$ cat src/rtl/core/esc_pkg.sv
// ----------------------------------------------------------------------------
// esc_pkg
// Shared types, constants and month table for the seconds to calendar block.
// ----------------------------------------------------------------------------
package esc_pkg;

	localparam int TS_W    = 32;
	localparam int YEAR_W  = 12;
	localparam int YOC_W   = 7;
	localparam int MONTH_W = 4;
	localparam int DAY_W   = 5;
	localparam int HOUR_W  = 5;
	localparam int MIN_W   = 6;
	localparam int SEC_W   = 6;

	// width of the shared compare / subtract unit
	localparam int ALU_W   = TS_W;

	localparam logic [ALU_W-1:0] SECS_COMMON_YEAR = 32'd31536000;
	localparam logic [ALU_W-1:0] SECS_LEAP_YEAR   = 32'd31622400;
	localparam logic [ALU_W-1:0] SECS_TEN_DAYS    = 32'd864000;
	localparam logic [ALU_W-1:0] SECS_PER_DAY     = 32'd86400;
	localparam logic [ALU_W-1:0] SECS_TEN_HOURS   = 32'd36000;
	localparam logic [ALU_W-1:0] SECS_PER_HOUR    = 32'd3600;
	localparam logic [ALU_W-1:0] SECS_TEN_MINS    = 32'd600;
	localparam logic [ALU_W-1:0] SECS_PER_MIN     = 32'd60;

	localparam logic [YEAR_W-1:0]  BASE_YEAR   = 12'd1970;
	localparam logic [YOC_W-1:0]   BASE_YOC    = 7'd70;
	localparam logic [1:0]         BASE_CENT   = 2'd3;   // 19 mod 4
	localparam logic [YOC_W-1:0]   LAST_YOC    = 7'd99;
	localparam logic [MONTH_W-1:0] LAST_MONTH  = 4'd11;  // december, zero based

	typedef enum logic [6:0] {
		ST_IDLE   = 7'b0000001,
		ST_YEARS  = 7'b0000010,
		ST_MONTHS = 7'b0000100,
		ST_DAYS   = 7'b0001000,
		ST_HOURS  = 7'b0010000,
		ST_MINS   = 7'b0100000,
		ST_DONE   = 7'b1000000
	} esc_state_t;

	typedef struct packed {
		logic [YEAR_W-1:0]  year;
		logic [YOC_W-1:0]   year_of_century;
		logic [MONTH_W-1:0] month;
		logic [DAY_W-1:0]   day_of_month;
		logic [HOUR_W-1:0]  hour;
		logic [MIN_W-1:0]   minute;
		logic [SEC_W-1:0]   second;
	} esc_result_t;

	typedef struct packed {
		logic idle;
		logic done;
	} esc_stat_t;

	// seconds in a month, month zero based
	function automatic logic [ALU_W-1:0] month_secs(input logic leap,
		input logic [MONTH_W-1:0] m);
		logic [ALU_W-1:0] s;
		case (m)
			4'd1:    s = leap ? 32'd2505600 : 32'd2419200;
			4'd3:    s = 32'd2592000;
			4'd5:    s = 32'd2592000;
			4'd8:    s = 32'd2592000;
			4'd10:   s = 32'd2592000;
			default: s = 32'd2678400;
		endcase
		return s;
	endfunction

endpackage

$ cat src/rtl/core/esc_if.sv
// ----------------------------------------------------------------------------
// esc_if
// Valid / ready channels for the timestamp input and calendar result.
// ----------------------------------------------------------------------------
interface esc_stamp_if;
	logic                       valid;
	logic                       ready;
	logic [esc_pkg::TS_W-1:0]   timestamp;

	modport source (output valid, output timestamp, input ready);
	modport sink (input valid, input timestamp, output ready);
endinterface

interface esc_cal_if;
	logic                         valid;
	logic                         ready;
	logic [esc_pkg::YEAR_W-1:0]   year;
	logic [esc_pkg::YOC_W-1:0]    year_of_century;
	logic [esc_pkg::MONTH_W-1:0]  month;
	logic [esc_pkg::DAY_W-1:0]    day_of_month;
	logic [esc_pkg::HOUR_W-1:0]   hour;
	logic [esc_pkg::MIN_W-1:0]    minute;
	logic [esc_pkg::SEC_W-1:0]    second;

	modport source (output valid, output year, output year_of_century, output month,
		output day_of_month, output hour, output minute, output second, input ready);
	modport sink (input valid, input year, input year_of_century, input month,
		input day_of_month, input hour, input minute, input second, output ready);
endinterface

$ cat src/rtl/core/esc_sub_unit.sv
// ----------------------------------------------------------------------------
// esc_sub_unit
// Shared compare and subtract: difference and a greater-or-equal flag.
// ----------------------------------------------------------------------------
module esc_sub_unit (
	input  logic [esc_pkg::ALU_W-1:0] a,
	input  logic [esc_pkg::ALU_W-1:0] b,
	output logic [esc_pkg::ALU_W-1:0] diff,
	output logic                      ge
);
	import esc_pkg::*;

	logic borrow;

	assign {borrow, diff} = {1'b0, a} - {1'b0, b};
	assign ge = ~borrow;

endmodule

$ cat src/rtl/core/esc_calc.sv
// ----------------------------------------------------------------------------
// esc_calc
// Sequencer that walks years, months, days, hours and minutes off the
// seconds count on one shared compare / subtract unit.
// ----------------------------------------------------------------------------
module esc_calc (
	input  logic                     clk,
	input  logic                     arst_n,
	input  logic                     start,
	input  logic [esc_pkg::TS_W-1:0] timestamp,
	input  logic                     take,
	output esc_pkg::esc_stat_t       stat,
	output esc_pkg::esc_result_t     result
);
	import esc_pkg::*;

	esc_state_t          state_q;
	logic                coarse_q;
	logic [ALU_W-1:0]    rem_q;
	logic [YEAR_W-1:0]   year_q;
	logic [YOC_W-1:0]    yoc_q;
	logic [1:0]          cent_q;
	logic [MONTH_W-1:0]  month_q;
	logic [DAY_W-1:0]    day_q;
	logic [HOUR_W-1:0]   hour_q;
	logic [MIN_W-1:0]    minute_q;

	logic [ALU_W-1:0]    alu_b;
	logic [ALU_W-1:0]    alu_diff;
	logic                alu_ge;
	logic                leap;

	// 4/100/400 rule on year mod 100 and century mod 4
	assign leap = ((yoc_q[1:0] == 2'd0) && (yoc_q != '0)) || ((yoc_q == '0) && (cent_q == 2'd0));

	// days, hours and minutes go in steps of ten first, then in steps of one
	always_comb begin
		case (state_q)
			ST_YEARS: begin
				alu_b = leap ? SECS_LEAP_YEAR : SECS_COMMON_YEAR;
			end
			ST_MONTHS: begin
				alu_b = month_secs(leap, month_q);
			end
			ST_DAYS: begin
				alu_b = coarse_q ? SECS_TEN_DAYS : SECS_PER_DAY;
			end
			ST_HOURS: begin
				alu_b = coarse_q ? SECS_TEN_HOURS : SECS_PER_HOUR;
			end
			ST_MINS: begin
				alu_b = coarse_q ? SECS_TEN_MINS : SECS_PER_MIN;
			end
			default: begin
				alu_b = '0;
			end
		endcase
	end

	esc_sub_unit u_sub (
		.a    (rem_q),
		.b    (alu_b),
		.diff (alu_diff),
		.ge   (alu_ge)
	);

	always_ff @(posedge clk or negedge arst_n) begin
		if (!arst_n) begin
			state_q  <= ST_IDLE;
			coarse_q <= 1'b1;
		end else begin
			case (state_q)
				ST_IDLE: begin
					if (start) begin
						state_q <= ST_YEARS;
					end
				end
				ST_YEARS: begin
					if (!alu_ge) begin
						state_q <= ST_MONTHS;
					end
				end
				ST_MONTHS: begin
					if ((month_q == LAST_MONTH) || !alu_ge) begin
						state_q <= ST_DAYS;
					end
				end
				ST_DAYS: begin
					if (!alu_ge) begin
						coarse_q <= ~coarse_q;
						if (!coarse_q) begin
							state_q <= ST_HOURS;
						end
					end
				end
				ST_HOURS: begin
					if (!alu_ge) begin
						coarse_q <= ~coarse_q;
						if (!coarse_q) begin
							state_q <= ST_MINS;
						end
					end
				end
				ST_MINS: begin
					if (!alu_ge) begin
						coarse_q <= ~coarse_q;
						if (!coarse_q) begin
							state_q <= ST_DONE;
						end
					end
				end
				ST_DONE: begin
					if (take) begin
						state_q <= ST_IDLE;
					end
				end
				default: begin
					state_q  <= ST_IDLE;
					coarse_q <= 1'b1;
				end
			endcase
		end
	end

	// datapath, no reset needed
	always_ff @(posedge clk) begin
		case (state_q)
			ST_IDLE: begin
				rem_q    <= timestamp;
				year_q   <= BASE_YEAR;
				yoc_q    <= BASE_YOC;
				cent_q   <= BASE_CENT;
				month_q  <= '0;
				day_q    <= '0;
				hour_q   <= '0;
				minute_q <= '0;
			end
			ST_YEARS: begin
				if (alu_ge) begin
					rem_q  <= alu_diff;
					year_q <= year_q + 12'd1;
					if (yoc_q == LAST_YOC) begin
						yoc_q  <= '0;
						cent_q <= cent_q + 2'd1;
					end else begin
						yoc_q <= yoc_q + 7'd1;
					end
				end
			end
			ST_MONTHS: begin
				if ((month_q != LAST_MONTH) && alu_ge) begin
					rem_q   <= alu_diff;
					month_q <= month_q + 4'd1;
				end
			end
			ST_DAYS: begin
				if (alu_ge) begin
					rem_q <= alu_diff;
					day_q <= day_q + (coarse_q ? 5'd10 : 5'd1);
				end
			end
			ST_HOURS: begin
				if (alu_ge) begin
					rem_q  <= alu_diff;
					hour_q <= hour_q + (coarse_q ? 5'd10 : 5'd1);
				end
			end
			ST_MINS: begin
				if (alu_ge) begin
					rem_q    <= alu_diff;
					minute_q <= minute_q + (coarse_q ? 6'd10 : 6'd1);
				end
			end
			default: begin
			end
		endcase
	end

	assign stat.idle = (state_q == ST_IDLE);
	assign stat.done = (state_q == ST_DONE);

	assign result.year            = year_q;
	assign result.year_of_century = yoc_q;
	assign result.month           = month_q + 4'd1;
	assign result.day_of_month    = day_q + 5'd1;
	assign result.hour            = hour_q;
	assign result.minute          = minute_q;
	assign result.second          = rem_q[SEC_W-1:0];

endmodule

$ cat src/rtl/core/epoch_seconds_to_calendar.sv
// ----------------------------------------------------------------------------
// epoch_seconds_to_calendar
// Unsigned 32-bit seconds since 1970-01-01 00:00:00 to calendar fields.
// ----------------------------------------------------------------------------
// usage:
//   stamp : valid/ready channel, one item is a 32-bit seconds count
//   cal   : valid/ready channel, one item is year, year of century, month,
//           day of month, hour, minute and second
// the block takes one item at a time; stamp.ready is high only while the
// sequencer is idle. one compare/subtract unit walks the seconds count down:
//   the years from 1970, then the months up to december, then days,
//   hours and minutes in steps of ten and then of one, and last the
//   hand over to the output register.
// once the result is handed over, the sequencer is idle again and the
// next item can be taken.
// the output register lets a new item be accepted while a result waits;
// if cal stalls, a finished item waits in the sequencer until the register frees.
// reset (arst_n low) empties the output register and idles the sequencer.
// ----------------------------------------------------------------------------
module epoch_seconds_to_calendar (
	input  logic         clk,
	input  logic         arst_n,
	esc_stamp_if.sink    stamp,
	esc_cal_if.source    cal
);
	import esc_pkg::*;

	esc_stat_t   stat;
	esc_result_t result;
	esc_result_t res_q;
	logic        out_valid_q;
	logic        start;
	logic        take;

	assign stamp.ready = stat.idle;
	assign start       = stamp.valid & stat.idle;
	assign take        = stat.done & (~out_valid_q | cal.ready);

	esc_calc u_calc (
		.clk       (clk),
		.arst_n    (arst_n),
		.start     (start),
		.timestamp (stamp.timestamp),
		.take      (take),
		.stat      (stat),
		.result    (result)
	);

	always_ff @(posedge clk or negedge arst_n) begin
		if (!arst_n) begin
			out_valid_q <= 1'b0;
		end else if (take) begin
			out_valid_q <= 1'b1;
		end else if (cal.ready) begin
			out_valid_q <= 1'b0;
		end
	end

	always_ff @(posedge clk) begin
		if (take) begin
			res_q <= result;
		end
	end

	assign cal.valid           = out_valid_q;
	assign cal.year            = res_q.year;
	assign cal.year_of_century = res_q.year_of_century;
	assign cal.month           = res_q.month;
	assign cal.day_of_month    = res_q.day_of_month;
	assign cal.hour            = res_q.hour;
	assign cal.minute          = res_q.minute;
	assign cal.second          = res_q.second;

endmodule

$ cat src/flat_wrapper.sv
// flat-port wrapper written by rule: the top's interface ports become plain ports
module epoch_seconds_to_calendar_flat import esc_pkg::*;
  (clk, arst_n, stamp_valid, stamp_timestamp, stamp_ready, cal_valid, cal_year, cal_year_of_century, cal_month, cal_day_of_month, cal_hour, cal_minute, cal_second, cal_ready);
  esc_stamp_if stamp_i ();
  esc_cal_if cal_i ();
  input  logic clk;
  input  logic arst_n;
  input wire logic [$bits(stamp_i.valid)-1:0] stamp_valid;
  input wire logic [$bits(stamp_i.timestamp)-1:0] stamp_timestamp;
  output wire logic [$bits(stamp_i.ready)-1:0] stamp_ready;
  output wire logic [$bits(cal_i.valid)-1:0] cal_valid;
  output wire logic [$bits(cal_i.year)-1:0] cal_year;
  output wire logic [$bits(cal_i.year_of_century)-1:0] cal_year_of_century;
  output wire logic [$bits(cal_i.month)-1:0] cal_month;
  output wire logic [$bits(cal_i.day_of_month)-1:0] cal_day_of_month;
  output wire logic [$bits(cal_i.hour)-1:0] cal_hour;
  output wire logic [$bits(cal_i.minute)-1:0] cal_minute;
  output wire logic [$bits(cal_i.second)-1:0] cal_second;
  input wire logic [$bits(cal_i.ready)-1:0] cal_ready;
  assign stamp_i.valid = stamp_valid;
  assign stamp_i.timestamp = stamp_timestamp;
  assign stamp_ready = stamp_i.ready;
  assign cal_valid = cal_i.valid;
  assign cal_year = cal_i.year;
  assign cal_year_of_century = cal_i.year_of_century;
  assign cal_month = cal_i.month;
  assign cal_day_of_month = cal_i.day_of_month;
  assign cal_hour = cal_i.hour;
  assign cal_minute = cal_i.minute;
  assign cal_second = cal_i.second;
  assign cal_i.ready = cal_ready;
  epoch_seconds_to_calendar u_core (.clk(clk), .arst_n(arst_n), .stamp(stamp_i), .cal(cal_i));
endmodule
$ cat config.mk
export PLATFORM = sky130hd
export DESIGN_NAME = epoch_seconds_to_calendar_flat
export DESIGN_NICKNAME = d
export VERILOG_FILES = /design/src/rtl/core/esc_pkg.sv /design/src/rtl/core/esc_if.sv /design/src/rtl/core/esc_sub_unit.sv /design/src/rtl/core/esc_calc.sv /design/src/rtl/core/epoch_seconds_to_calendar.sv /design/src/flat_wrapper.sv
export SDC_FILE = /design/constraint.sdc
export NUM_CORES = 1
export LEC_CHECK = 0
export ABC_AREA = 1
export BUFFER_PORTS_ARGS = -buffer_cell sky130_fd_sc_hd__clkbuf_2
export CAP_MARGIN = 30
export CORE_AREA = 2 2 116 118
export DETAILED_ROUTE_END_ITERATION = 6
export DIE_AREA = 0 0 118 120
export PLACE_DENSITY = 0.8
export SLEW_MARGIN = 20
export SYNTH_ARGS = -nofsm -noshare
export SYNTH_HDL_FRONTEND = slang
export SYNTH_SLANG_ARGS = --single-unit
$ cat constraint.sdc
create_clock -name clk -period 4.9 [get_ports clk]
set_input_delay 0.49 -clock clk [delete_from_list [all_inputs] [get_ports clk]]
set_output_delay 0.49 -clock clk [all_outputs]
set_load 0.05 [all_outputs]
# ---- Word-level counts from Yosys, hierarchy flattened
# Index checks and enable logic that the tools add are counted.
dict set report totals {
  reg_bits 127
  inputBits 36
  out_inout_bits 47
  wordCells 139
}
dict set report classes {
  n_addsub 9
  eq_ne 33
  muxes 43
  bitwise_logic 7
  n_reduce_logical 29
}
# cell count
set ops {}
lappend ops {{25-bit case mux with 5 select lines} 1}
lappend ops {{32-bit case mux with 3 select lines} 1}
lappend ops {{7-bit 2-to-1 mux} 12}
lappend ops {{32-bit 2-to-1 mux} 2}
lappend ops {{7-bit case mux with 7 select lines} 1}
lappend ops {{20-bit case mux with 2 select lines} 1}
lappend ops {{18-bit 2-to-1 mux} 2}
lappend ops {{32-bit by 32-bit subtractor with 33-bit output} 1}
lappend ops {{2-bit != test, second input constant} 12}
lappend ops {{12-bit case mux with 2 select lines} 1}
lappend ops {{20-bit 2-to-1 mux} 1}
lappend ops {{5-bit case mux with 2 select lines} 2}
lappend ops {{16-bit 2-to-1 mux} 1}
lappend ops {{7-bit equality test, second input constant} 2}
lappend ops {{7-bit case mux with 2 select lines} 1}
lappend ops {{12-bit by 1-bit adder with 12-bit output, second input constant} 1}
lappend ops {{4-bit equality test, second input constant} 3}
lappend ops {{12-bit 2-to-1 mux} 1}
lappend ops {{4-bit 2-to-1 mux} 3}
lappend ops {{2-bit by 1-bit != test with 1-bit output, second input constant} 6}
lappend ops {{6-bit case mux with 2 select lines} 1}
lappend ops {{2-bit AND reduction} 6}
lappend ops {{2-bit nonzero test} 6}
lappend ops {{4-bit OR reduction} 3}
lappend ops {{37 further kinds} 50}

# ---- Longest topological paths before layout
dict set report depth {
  depth_word 11
  mapped_depth 22
}

# ---- Cells and area by module
# Synthesis repeated with hierarchy kept, for this count alone.
dict set report hier_totals {
  cells_unflattened 1125
  hier_area_um2 8638.3
}
# module n_inst cells_each area_each_um2 seq_area_each_um2
set by_module_without_submodules {}
lappend by_module_without_submodules {esc_calc 1 526 4654.5 2394.8}
lappend by_module_without_submodules {esc_sub_unit 1 546 2576.2 0.0}
lappend by_module_without_submodules {epoch_seconds_to_calendar 1 53 1407.6 1376.3}

# ---- Least setup slack after synthesis
# Ideal clock, no wire load.
dict set report synth_timing {
  kind {flip-flop to flip-flop}
  start {register u_core.u_calc.month_q[0]}
  end {register u_core.u_calc.rem_q[10] (enable)}
  arrival_ns 3.676
  slack_ns 0.807
  stages_incl_launch_ff 19
  path_buffers 0
  period_less_slack_ns 4.093
  cell_sequence {edfxtp_1 > inv_1 > ha_1 > o21ai_0 > o211ai_1 > a21oi_1 > o2bb2ai_1 > nor2_1 > ha_1 > nand2_1 > nor2_2 > inv_1 > nor2_1 > nand2_1 > nand2_2 > nand2_2 > nand2_4 > o21ai_0 > nor2_1}
}
dict set report synth_via {
  elab_chain_len 9
}
# element line
set synth_lines {}
lappend synth_lines {{start, declared} esc_calc.sv:23} ;# logic [MONTH_W-1:0] month_q;
lappend synth_lines {{start signal, assigned} esc_calc.sv:153} ;# month_q <= month_q + 4'd1;
lappend synth_lines {{4-bit equality test, or another cell as far along} esc_pkg.sv:63} ;# case (m)
lappend synth_lines {{4-bit OR reduction (no source line)} -}
lappend synth_lines {{20-bit case mux with 2 select lines} esc_pkg.sv:63}
lappend synth_lines {{25-bit case mux with 5 select lines} esc_calc.sv:38} ;# case (state_q)
lappend synth_lines {{32-bit by 32-bit subtractor with 33-bit output} esc_sub_unit.sv:15} ;# assign {borrow, diff} = {1'b0, a} - {1'b0, b};
lappend synth_lines {{1-bit NOT} esc_sub_unit.sv:16} ;# assign ge = ~borrow;
lappend synth_lines {{1-bit logical AND} esc_calc.sv:151} ;# if ((month_q != LAST_MONTH) && alu_ge) begin
lappend synth_lines {{2-bit != test (no source line)} -}
lappend synth_lines {{3-bit AND reduction (no source line) (*)} -}
lappend synth_lines {{end signal, assigned} esc_calc.sv:152} ;# rem_q <= alu_diff;
lappend synth_lines {{end signal, assigned} esc_calc.sv:158} ;# rem_q <= alu_diff;
lappend synth_lines {{end signal, assigned} esc_calc.sv:164} ;# rem_q <= alu_diff;
lappend synth_lines {{end, declared} esc_calc.sv:19} ;# logic [ALU_W-1:0] rem_q;
# Mark *: on every way between the ends. The rest lies on a longest branch, timed or not.
# A chain may end at the register's enable or synchronous reset.

# ---- Final worst setup path
dict set report layout_timing {
  start {register u_core.u_calc.month_q[0]}
  end {register u_core.u_calc.yoc_q[0] (enable)}
}
dict set report layout_via {
  elab_chain_len 7
}
# element line
set layout_lines {}
lappend layout_lines {{4-bit equality test, or another cell as far along} esc_pkg.sv:63}
lappend layout_lines {{4-bit OR reduction (no source line)} -}
lappend layout_lines {{20-bit case mux with 2 select lines (*)} esc_pkg.sv:63}
lappend layout_lines {{25-bit case mux with 5 select lines (*)} esc_calc.sv:38}
lappend layout_lines {{32-bit by 32-bit subtractor with 33-bit output (*)} esc_sub_unit.sv:15}
lappend layout_lines {{2-bit != test (no source line) (*)} -}
lappend layout_lines {{2-bit AND reduction (no source line) (*)} -}
lappend layout_lines {{end signal, assigned} esc_calc.sv:146} ;# yoc_q <= yoc_q + 7'd1;
lappend layout_lines {{end, declared} esc_calc.sv:21} ;# logic [YOC_W-1:0] yoc_q;
# Marked as above.

==> results.sh <==
export IMPL_grt_max_degree=44
export IMPL_antenna_cells=0
export IMPL_cts_root_buf="clkbuf_16"
export IMPL_setup_tns_ns=0
export IMPL_p_total_w=0.00674
export IMPL_stdcell_area_um2=8810
export IMPL_gp_congestion=0.907
export IMPL_max_vdd_ir_drop_v=0.000420
export IMPL_synth_nets=941
export IMPL_synth_compound_area_share_pct=8.04
export IMPL_insertion_delay_ns=0.42
export IMPL_start_util_pct=58.7
export IMPL_cts_resized=0
export IMPL_outcome="complete, no violations"
export IMPL_synthAdderAreaFrac_pct=7.62
export IMPL_place_area_um2=8180
export IMPL_hpwl_um=11900
export IMPL_htree_levels=4
export IMPL_synthArstFlopShare_pct=7.09
export IMPL_final_setup_worst_slack_ns=0.924
export IMPL_synth_cell_types=51
export IMPL_crit_top_cell="nand2_1"
export IMPL_vias_per_cell=5.30
export IMPL_synth_edf_count=118
export IMPL_area_delta_synth_final_pct=15.6
export IMPL_leakagePower_nw=3.92
export IMPL_fin_crit_sh_pct=81.1
export IMPL_die_h_um=120
export IMPL_cap_violations=0
export IMPL_cts_buffers=17
export IMPL_fmax_ghz=0.252
export IMPL_antenna_found_initial=0
export IMPL_netlist_area_um2=7620
export IMPL_postSynthAreaPerCell_um2=8.85
export IMPL_skew_ns=0.00547
export IMPL_yosysWarnings=0
export IMPL_ys_flop_type="edfxtp_1"
export IMPL_grt_pass1_vias=5885
export IMPL_critPathRequiredTime_ns=4.89
export IMPL_synth_xor_area_share_pct=2.07
export IMPL_cts_sinks=127
export IMPL_synthMuxAreaShare_pct=0
export IMPL_path_cells="inv_1, ha_1, o21ai_0, o211ai_1, nand2_1, o21ai_0, a2111oi_0, ha_1, nand2_1, inv_1, nand2_1, nand2_1, a21oi_1, nand2_2, nand2_2, nand2_4, nand2_1, nand2_1"
export IMPL_worst_setup_path_end_kind="flop"
export IMPL_cts_tree="built"
export IMPL_dieArea_um2=14200
export IMPL_syn_inst=861
export IMPL_yosys_area_share_simple_pct=24.9
export IMPL_slowest_stage="nand2_1"
export IMPL_rows=42
export IMPL_detail_route_antenna_nets=0
export IMPL_cp_max_fo=19
export IMPL_synth_seq_area_share_pct=49.5
export IMPL_drcViolationCount=0
export IMPL_arrival_ns=3.96
export IMPL_coreArea_um2=13000
export IMPL_clkTransAtPathRegs_ns=0.05
export IMPL_ys_seq_elements=127
export IMPL_port_buffers=82
export IMPL_clockBufferDepth=2
export IMPL_io_pins=83
export IMPL_drt_iter0_markers=456
export IMPL_crit_type="reg -> reg"
export IMPL_first_pass_iters=5
export IMPL_drive_above_1_share_pct=17.6
export IMPL_setup_viol=0
export IMPL_critPathMaxStageDelay_ns=0.46
export IMPL_hold_violations=0
export IMPL_fin_crit_ns=3.98
export IMPL_track_usage_pct=23.9
export IMPL_grt_overflow=0
export IMPL_synth_top_family_by_area="simple AND/OR/NAND/NOR gates"
export IMPL_crit_buf_inv=2
export IMPL_powerDensity_nw_per_um2=765
export IMPL_min_delay_path_class="in -> reg"
export IMPL_nNetsFinal=1036
export IMPL_critPathTopFamily="simple AND/OR/NAND/NOR gates"
export IMPL_cp_start_kind="flop"
export IMPL_grt_pass1_wl_um=26500
export IMPL_die_w_um=118
export IMPL_routedWlPerCell_um=13.9
export IMPL_fin_util_pct=67.9
export IMPL_rsz0062_at_grt="false"
export IMPL_post_cts_buffers=0
export IMPL_vias=6073
export IMPL_pre_cts_slack_ns=0.913
export IMPL_tightest_slew_ns=0.779
export IMPL_slew_headroom_pct=47.9
export IMPL_drv_slew=0
export IMPL_drt_wl_total_um=16000
[final timing paths]
| check | startpoint | endpoint | slack, ns | depth (start not counted) |
|---|---|---|---|---|
| setup reg to reg | u_core.u_calc.month_q[0]$_SDFFCE_PN0P_ | u_core.u_calc.yoc_q[0]$_SDFFCE_PN0P_ | 0.92 | 18 |
| min in group asynchronous | arst_n | u_core.u_calc.state_q[5]$_DFFE_PN0P_ | 0.50 | 2 |
| hold reg to reg | u_core.u_calc.rem_q[0]$_DFFE_PP_ | u_core.cal.second[0]$_DFFE_PP_ | 0.42 | 0 |
| max in group asynchronous | arst_n | u_core.u_calc.coarse_q$_DFFE_PN1P_ | 4.14 | 2 |
| setup / recovery | u_core.u_calc.month_q[0]$_SDFFCE_PN0P_ | u_core.u_calc.yoc_q[0]$_SDFFCE_PN0P_ | 0.92 | 18 |
| hold / removal | cal_ready | u_core.cal.valid$_DFFE_PN0P_ | 0.28 | 2 |
[placed cells by master (no fill, tap or decap), types with 7 or more instances in the layout]
cell	Yosys	final
nand2_1	201	201
inv_1	119	119
edfxtp_1	118	118
nor2_1	95	93
clkbuf_2	0	82
nand3_1	47	47
a21oi_1	46	46
ha_1	40	40
o21ai_0	35	35
o21ai_1	18	18
nor3_1	17	17
clkbuf_16	0	17
inv_2	11	11
nand3_2	10	10
xnor2_1	10	10
or2_2	9	9
nand4_1	9	9
xor2_1	8	8
dfrtp_1	7	7
[what timing repair did]
item,4_1_cts,5_1_grt
hold buffers,1,0
endpoints found under the hold margin,7,0
endpoints found under the setup margin,0,0
[flip-flops by register name, indices dropped and copies added, names as in the netlist, 5 cells and up]
signal,flops
u_core.u_calc.rem_q,32
u_core.cal.year,12
u_core.u_calc.year_q,12
u_core.cal.year_of_century,7
u_core.u_calc.state_q,7
u_core.u_calc.yoc_q,7
u_core.cal.minute,6
u_core.cal.second,6
u_core.u_calc.minute_q,6
u_core.cal.day_of_month,5
u_core.cal.hour,5
u_core.u_calc.day_q,5
u_core.u_calc.hour_q,5
[report_power, final]
group | total (W) | switching, W | internal, W
combinational | 0.00340 | 0.00231 | 0.00109
sequential | 0.00203 | 0.000238 | 0.00179
clock | 0.00131 | 0.000450 | 0.000862
[metrics by stage]
stage          std cells  hold slack, ns
2_1_floorplan        861           0.194
3_3_place_gp        1112           0.349
3_5_place_dp        1112           0.352
4_1_cts             1145           0.263
5_1_grt             1145           0.285
6_report            1145           0.276
[Yosys cell counts, types with 2 or more instances]
cell type	count	area share [%]
o31ai_1	2	0.20
dfrtp_1	7	2.3
ha_1	40	6.6
buf_2	2	0.13
and3_1	2	0.16
edfxtp_1	118	46
nand2_2	5	0.41
nor3b_1	5	0.49
o21ai_1	18	1.2
nor3_1	17	1.1
nand4_1	9	0.74
xor2_1	8	0.92
nand2_4	3	0.44
a21oi_2	2	0.23
o21ai_0	35	2.3
nor2_4	4	0.59
dfstp_2	2	0.69
a21oi_1	46	3.0
nor2_2	3	0.25
nand2_1	201	9.9
nand3_2	10	1.3
fa_1	4	1.1
xnor2_1	10	1.1
inv_2	11	0.54
inv_1	119	5.9
o21bai_1	2	0.20
or2_2	9	0.74
nand3_1	47	3.1
buf_6	4	0.59
nor2_1	95	4.7
[layout make-up]
type	count	area, um2
flip-flops and latches	127	3770
clock inverters	11	166
multi-input cells	592	3260
fillers	1081	4170
clock buffers	21	450
inverters	132	498
well taps	176	220
repair buffers	86	443
[cell families after synthesis]
logic type                 count (synthesis)
AOI/OAI and AO/OA                        114
DFF                                      127
buffers and inverters                    142
and+or+nand+nor                          416
adders and majority gates                 44
xor gates and xnor gates                  18
[routing by layer]
metal / GRT usage [%] / part of all wire (%) / vias to the layer above / wire, um
li1: - / - / 3062 / -
met1: 28.6 / 42 / 2786 / 6720
met2: 41.3 / 50 / 182 / 7910
met3: 5.47 / 5.4 / 43 / 859
met4: 10.6 / 2.9 / 0 / 458
met5: 0 / 0 / - / 0
Note: power is estimated with default switching activity, not from simulation.
